--- src/hw/rtl/pats_pkg.sv ---
`default_nettype none

package pats_pkg;

    // Default sizes.
    localparam int DEF_NUM_PRIORITIES = 140;
    localparam int DEF_NUM_TASKS      = 64;

    // Opcodes of the command channel.
    typedef logic [2:0] opcode_t;
    localparam opcode_t OP_FORK  = 3'd0;
    localparam opcode_t OP_WAKE  = 3'd1;
    localparam opcode_t OP_BLOCK = 3'd2;
    localparam opcode_t OP_TICK  = 3'd3;
    localparam opcode_t OP_SCHED = 3'd4;
    localparam opcode_t OP_SETP  = 3'd5;

    // Configuration register indexes.
    typedef logic [2:0] cfg_idx_t;
    localparam cfg_idx_t CFG_RT_LIMIT    = 3'd0;
    localparam cfg_idx_t CFG_LONG_LIMIT  = 3'd1;
    localparam cfg_idx_t CFG_LONG_SCALE  = 3'd2;
    localparam cfg_idx_t CFG_SHORT_SCALE = 3'd3;

    // Configuration reset values.
    localparam logic [7:0] RST_RT_LIMIT    = 8'd100;
    localparam logic [7:0] RST_LONG_LIMIT  = 8'd120;
    localparam logic [7:0] RST_LONG_SCALE  = 8'd20;
    localparam logic [7:0] RST_SHORT_SCALE = 8'd5;

    // Queue counts and array totals saturate here.
    localparam logic [6:0] CNT_MAX = 7'd127;

    typedef enum logic [3:0] {
        ST_IDLE,
        ST_DISPATCH,
        ST_WAKE_WR,
        ST_SETP_WR,
        ST_TICK_T,
        ST_BLK_T,
        ST_POP_QRD,
        ST_POP_Q,
        ST_POP_L,
        ST_TPUSH_T,
        ST_PUSH_QRD,
        ST_PUSH_Q,
        ST_PUSH_LWR,
        ST_SCHED_WAIT,
        ST_SCHED_Q,
        ST_FIN
    } state_t;

    // Update of one bit of the ready map.
    typedef struct packed {
        logic       we;
        logic       arr;
        logic [7:0] prio;
        logic       val;
    } map_upd_t;

    // Start of a search for the most urgent non-empty queue.
    typedef struct packed {
        logic start;
        logic arr;
    } search_req_t;

    typedef struct packed {
        logic       done;
        logic       found;
        logic [7:0] prio;
    } search_rsp_t;

    function automatic logic [6:0] sat_inc(input logic [6:0] v);
        return (v < CNT_MAX) ? v + 7'd1 : v;
    endfunction

    function automatic logic [6:0] sat_dec(input logic [6:0] v);
        return (v != 7'd0) ? v - 7'd1 : v;
    endfunction

endpackage

`default_nettype wire

--- src/hw/rtl/pats_ready_map.sv ---
`default_nettype none

// Non-empty bit of every queue in both arrays, with a search that looks at
// eight priorities per cycle, most urgent group first.
module pats_ready_map #(
    parameter int NUM_PRIORITIES = pats_pkg::DEF_NUM_PRIORITIES
) (
    input  wire                        clk,
    input  wire                        rst_n,
    input  wire pats_pkg::map_upd_t    upd,
    input  wire                        q_arr,
    input  wire  [7:0]                 q_prio,
    output logic                       q_ne,
    input  wire pats_pkg::search_req_t req,
    output pats_pkg::search_rsp_t      rsp
);

    localparam int NG_RAW = (NUM_PRIORITIES + 7) / 8;
    localparam int NG     = (NG_RAW < 2) ? 2 : NG_RAW;
    localparam int GW     = $clog2(NG);
    localparam int NB     = NG * 8;
    localparam int BW     = GW + 3;

    logic [1:0][NB-1:0] map_reg;
    logic               busy_reg, busy_next;
    logic               arr_reg, arr_next;
    logic [GW-1:0]      grp_reg, grp_next;
    logic [7:0]         bits;
    logic [2:0]         low;

    assign q_ne = map_reg[q_arr][BW'(q_prio)];
    assign bits = map_reg[arr_reg][{grp_reg, 3'b000} +: 8];

    always_comb
    begin
        low = 3'd0;
        for (int i = 7; i >= 0; i--)
        begin
            if (bits[i])
            begin
                low = 3'(i);
            end
        end
    end

    always_comb
    begin
        rsp.found = |bits;
        rsp.done  = busy_reg && ((|bits) || (grp_reg == GW'(NG - 1)));
        rsp.prio  = 8'({grp_reg, low});
    end

    always_comb
    begin
        busy_next = busy_reg;
        arr_next  = arr_reg;
        grp_next  = grp_reg;
        if (req.start)
        begin
            busy_next = 1'b1;
            arr_next  = req.arr;
            grp_next  = '0;
        end
        else if (rsp.done)
        begin
            busy_next = 1'b0;
        end
        else if (busy_reg)
        begin
            grp_next = grp_reg + GW'(1);
        end
    end

    always_ff @(posedge clk or negedge rst_n)
    begin
        if (!rst_n)
        begin
            map_reg  <= '0;
            busy_reg <= 1'b0;
            arr_reg  <= 1'b0;
            grp_reg  <= '0;
        end
        else
        begin
            if (upd.we)
            begin
                map_reg[upd.arr][BW'(upd.prio)] <= upd.val;
            end
            busy_reg <= busy_next;
            arr_reg  <= arr_next;
            grp_reg  <= grp_next;
        end
    end

endmodule

`default_nettype wire

--- config.mk ---
export PLATFORM = sky130hd
export DESIGN_NAME = pats_ready_map
export DESIGN_NICKNAME = d
export VERILOG_FILES = /design/src/hw/rtl/pats_pkg.sv /design/src/hw/rtl/pats_ready_map.sv
export SDC_FILE = /design/constraint.sdc
export NUM_CORES = 1
export LEC_CHECK = 0
export ABC_AREA = 1
export BUFFER_PORTS_ARGS = -buffer_cell sky130_fd_sc_hd__buf_4
export CAP_MARGIN = 40
export CELL_PAD_IN_SITES_DETAIL_PLACEMENT = 1
export CELL_PAD_IN_SITES_GLOBAL_PLACEMENT = 2
export CORE_MARGIN = 4
export CORE_UTILIZATION = 32
export CTS_CLUSTER_SIZE = 14
export DETAILED_ROUTE_END_ITERATION = 10
export GPL_ROUTABILITY_DRIVEN = 0
export PLACE_DENSITY = 0.8
export SETUP_SLACK_MARGIN = 0.1
export SYNTH_ARGS = -nofsm -noshare
export SYNTH_HDL_FRONTEND = slang
export SYNTH_SLANG_ARGS = --single-unit
--- constraint.sdc ---
create_clock -name clk -period 1.9 [get_ports clk]
set_input_delay 0.095 -clock clk [delete_from_list [all_inputs] [get_ports clk]]
set_output_delay 0.095 -clock clk [all_outputs]
set_load 0.005 [all_outputs]
==> impl_metrics.json <==
{
  "status": "finished, violations left",
  "violations": "negative setup slack",
  "clk_root_buffer_cell": "clkbuf_16",
  "io_buffers": 34,
  "htree_levels": 2,
  "grt_pass1_wl_um": 141500,
  "vias": 22110,
  "pwr_density_cell_mw_per_mm2": 792.0,
  "grt.overflow.total": 0,
  "hold_violations": 0,
  "startpoint_type": "flop",
  "arrival_ns": 3.00,
  "rows": 89,
  "die_y_um": 252.1,
  "io_pins": 35,
  "wl_per_cell_um": 22.97,
  "antenna_found_initial": 0,
  "peakVddDrop_mv": 0.8507,
  "clkLatencyLatePin_ns": 0.59,
  "fillers": 7449,
  "critPathKind": "flop to primary output",
  "synthCells": 2923,
  "postSynthAreaPerCell_sq_um": 6.524,
  "layout-drive-gt1-share_pct": 20.90,
  "via_per_inst": 5.497,
  "wl_um": 92400,
  "ant_nets": 0,
  "drtIter0Drc": 1460,
  "clkSinkCount": 295,
  "skew_ns": 0.01361,
  "dieArea_sq_mm": 0.06356,
  "fin_cells": 4023,
  "fmax_mhz": 323.1,
  "synth-async-reset-ratio_pct": 100.0,
  "place_inst": 3894,
  "hold_path.class": "input pin to async pin",
  "die_x_um": 252.1,
  "synth_nets": 2949,
  "grt_pass1_vias": 23830,
  "num-nets-final": 3244,
  "drc": 0,
  "synth.distinct_cells": 37,
  "min_period_ns": 3.095,
  "hold_slack_ns": 0.05150,
  "grtUsageTotal_pct": 28.57,
  "tightest_slew_ns": 0.6507,
  "drt_pass1_iterations": 5,
  "slew_headroom_pct": 56.52,
  "clk_transition_reported_paths_ns": 0.06,
  "rsz0062_at_grt": "yes",
  "grt_start_max_net_pins": 58,
  "tritoncts": "built",
  "ys_seq_elements": 295,
  "ys_warn_count": 0,
  "maxSlewViolCount": 0,
  "largest_reg_flops": 288,
  "post-route-period-util_pct": 162.9,
  "synth_flop_cell": "dfrtp_1",
  "start_util_pct": 32.31,
  "syn_area_sq_mm": 0.01907,
  "dpl.hpwl_um": 61210,
  "dp_slack_ns": -0.8040,
  "maxCapViolations": 0,
  "clock_path_buffers": 3,
  "power_leakage_uw": 0.01262,
  "syn2layout_area_growth_pct": 34.29,
  "synth_enable_flop_cells": 0,
  "required_ns": 1.80,
  "worst-path-max-fanout": 13,
  "layout_setup_ws_ns": -1.195,
  "cts_buffers": 39,
  "yosysSeqAreaShare_pct": 38.71,
  "crit_path_end_kind": "primary output",
  "core_sq_mm": 0.05902,
  "finalPower_uw": 20280,
  "setup_viol": 12
}
-- synthesized netlist by cell type (3+ instances only) --
| master | count | area share (%) |
|---|---|---|
| a21oi_1 | 130 | 3.4 |
| a31oi_1 | 13 | 0.43 |
| buf_1 | 19 | 0.37 |
| buf_2 | 40 | 1.0 |
| buf_4 | 9 | 0.35 |
| buf_6 | 8 | 0.47 |
| clkbuf_1 | 114 | 2.2 |
| clkinv_1 | 4 | 0.079 |
| dfrtp_1 | 295 | 39 |
| inv_1 | 294 | 5.8 |
| inv_2 | 3 | 0.059 |
| mux2i_1 | 63 | 3.3 |
| nand2_1 | 872 | 17 |
| nand3_1 | 290 | 7.6 |
| nor2_1 | 352 | 6.9 |
| o211ai_1 | 10 | 0.39 |
| o21ai_0 | 332 | 8.7 |
| o21ai_1 | 6 | 0.16 |
| o22ai_1 | 42 | 1.4 |
-- area by class of cell --
class	instances	area [sq um]	share of cell area, %
antenna	1	2.502	0.009772
sequential	295	7390	28.86
timing repair buffer	446	4442	17.35
inverter	302	1160	4.529
multi-input combinational	2134	10300	40.22
tap	773	967.2	3.777
clock buffer	55	1137	4.442
clock inverter	17	209.0	0.8160
-- metrics by stage --
| stage | utilization [%] | area, sq um | TNS (ns) |
|---|---|---|---|
| after CTS | 42.49 | 25080 | -9.601 |
| after global placement | 38.65 | 22810 | -8.487 |
| after global routing | 43.38 | 25600 | -12.18 |
| after detailed placement | 38.65 | 22810 | -8.923 |
| final | 43.39 | 25610 | -10.82 |
| after floorplan | - | 19080 | -0.4112 |
-- power breakdown --
group	switching (uW)	leakage (uW)	total, uW	internal [uW]
sequential	177	0.00382	6650	6480
clock	3230	0.000662	7960	4740
combinational	3440	0.00814	5660	2220
-- cells in the final DEF, fill, tap and decap left out, types with 14 or more instances in the layout --
master and n:
nand2_1 820, dfrtp_1 293, a21oi_2 14, o21ai_0 292, a21oi_1 117, mux2i_1 63
buf_4 349, clkbuf_16 44, o21ai_1 40, o22ai_1 34, buf_6 14, nand2_2 50
nand3_2 57, nor2_1 343, nand3_1 232, inv_1 287, buf_12 64
-- logic make-up after synthesis --
group | count (synthesis) | synth area share, %
xor gates and xnor gates | 2 | 0.09188
AOI/OAI and AO/OA | 544 | 15.00
muxes | 63 | 3.307
and+or+nand+nor | 1523 | 32.15
adders and majority gates | 2 | 0.1312
buffers and inverters | 494 | 10.61
DFF | 295 | 38.71
-- final timing paths --
kind | slack [ns] | start | endpoint | depth (start not counted)
setup / recovery | -1.20 | arr_reg | rsp[9] | 17
hold / removal | 0.05 | rst_n | map_reg[231] | 2
setup reg to reg | -0.78 | arr_reg | grp_reg[1] | 19
hold reg to reg | 0.49 | map_reg[129] | map_reg[129] | 2
max in group asynchronous | 1.08 | rst_n | map_reg[274] | 3
min in group clk | 0.12 | upd[7] | map_reg[154] | 6
-- layer usage --
metal / vias to the layer above / wire, um / track usage, % / part of all wire, %
met1: 11120 / 39090 / 36.65 / 42
met5: - / 0 / 0 / 0
met4: 0 / 4636 / 13.93 / 5.0
met3: 256 / 5648 / 4.651 / 6.1
li1: 9962 / - / - / -
met2: 774 / 43030 / 47.05 / 47
-- worst max-delay path, cell delays in order (launching register included) --
cell	delay (ns)
dfrtp_4	0.59
buf_12	0.20
buf_6	0.16
nor2_1	0.10
nor2_1	0.04
o21ai_0	0.08
nand3_1	0.12
nand3_1	0.09
nand2_1	0.06
inv_1	0.07
nand2_1	0.05
nand2_1	0.09
nand2_2	0.09
nor2_4	0.14
nand2_2	0.09
nor2_4	0.21
a21boi_2	0.08
buf_4	0.14
-- timing repair --
action | CTS | global route
setup buffers | 23 | 16
hold buffers | 7 | 0
gates cloned | 8 | 4
pin swaps | 56 | 87
gates resized for setup | 132 | 105
endpoints found under the hold margin | 312 | 0
setup endpoints to repair | 12 | 12
No activity file was read; power rests on OpenSTA's default activity.
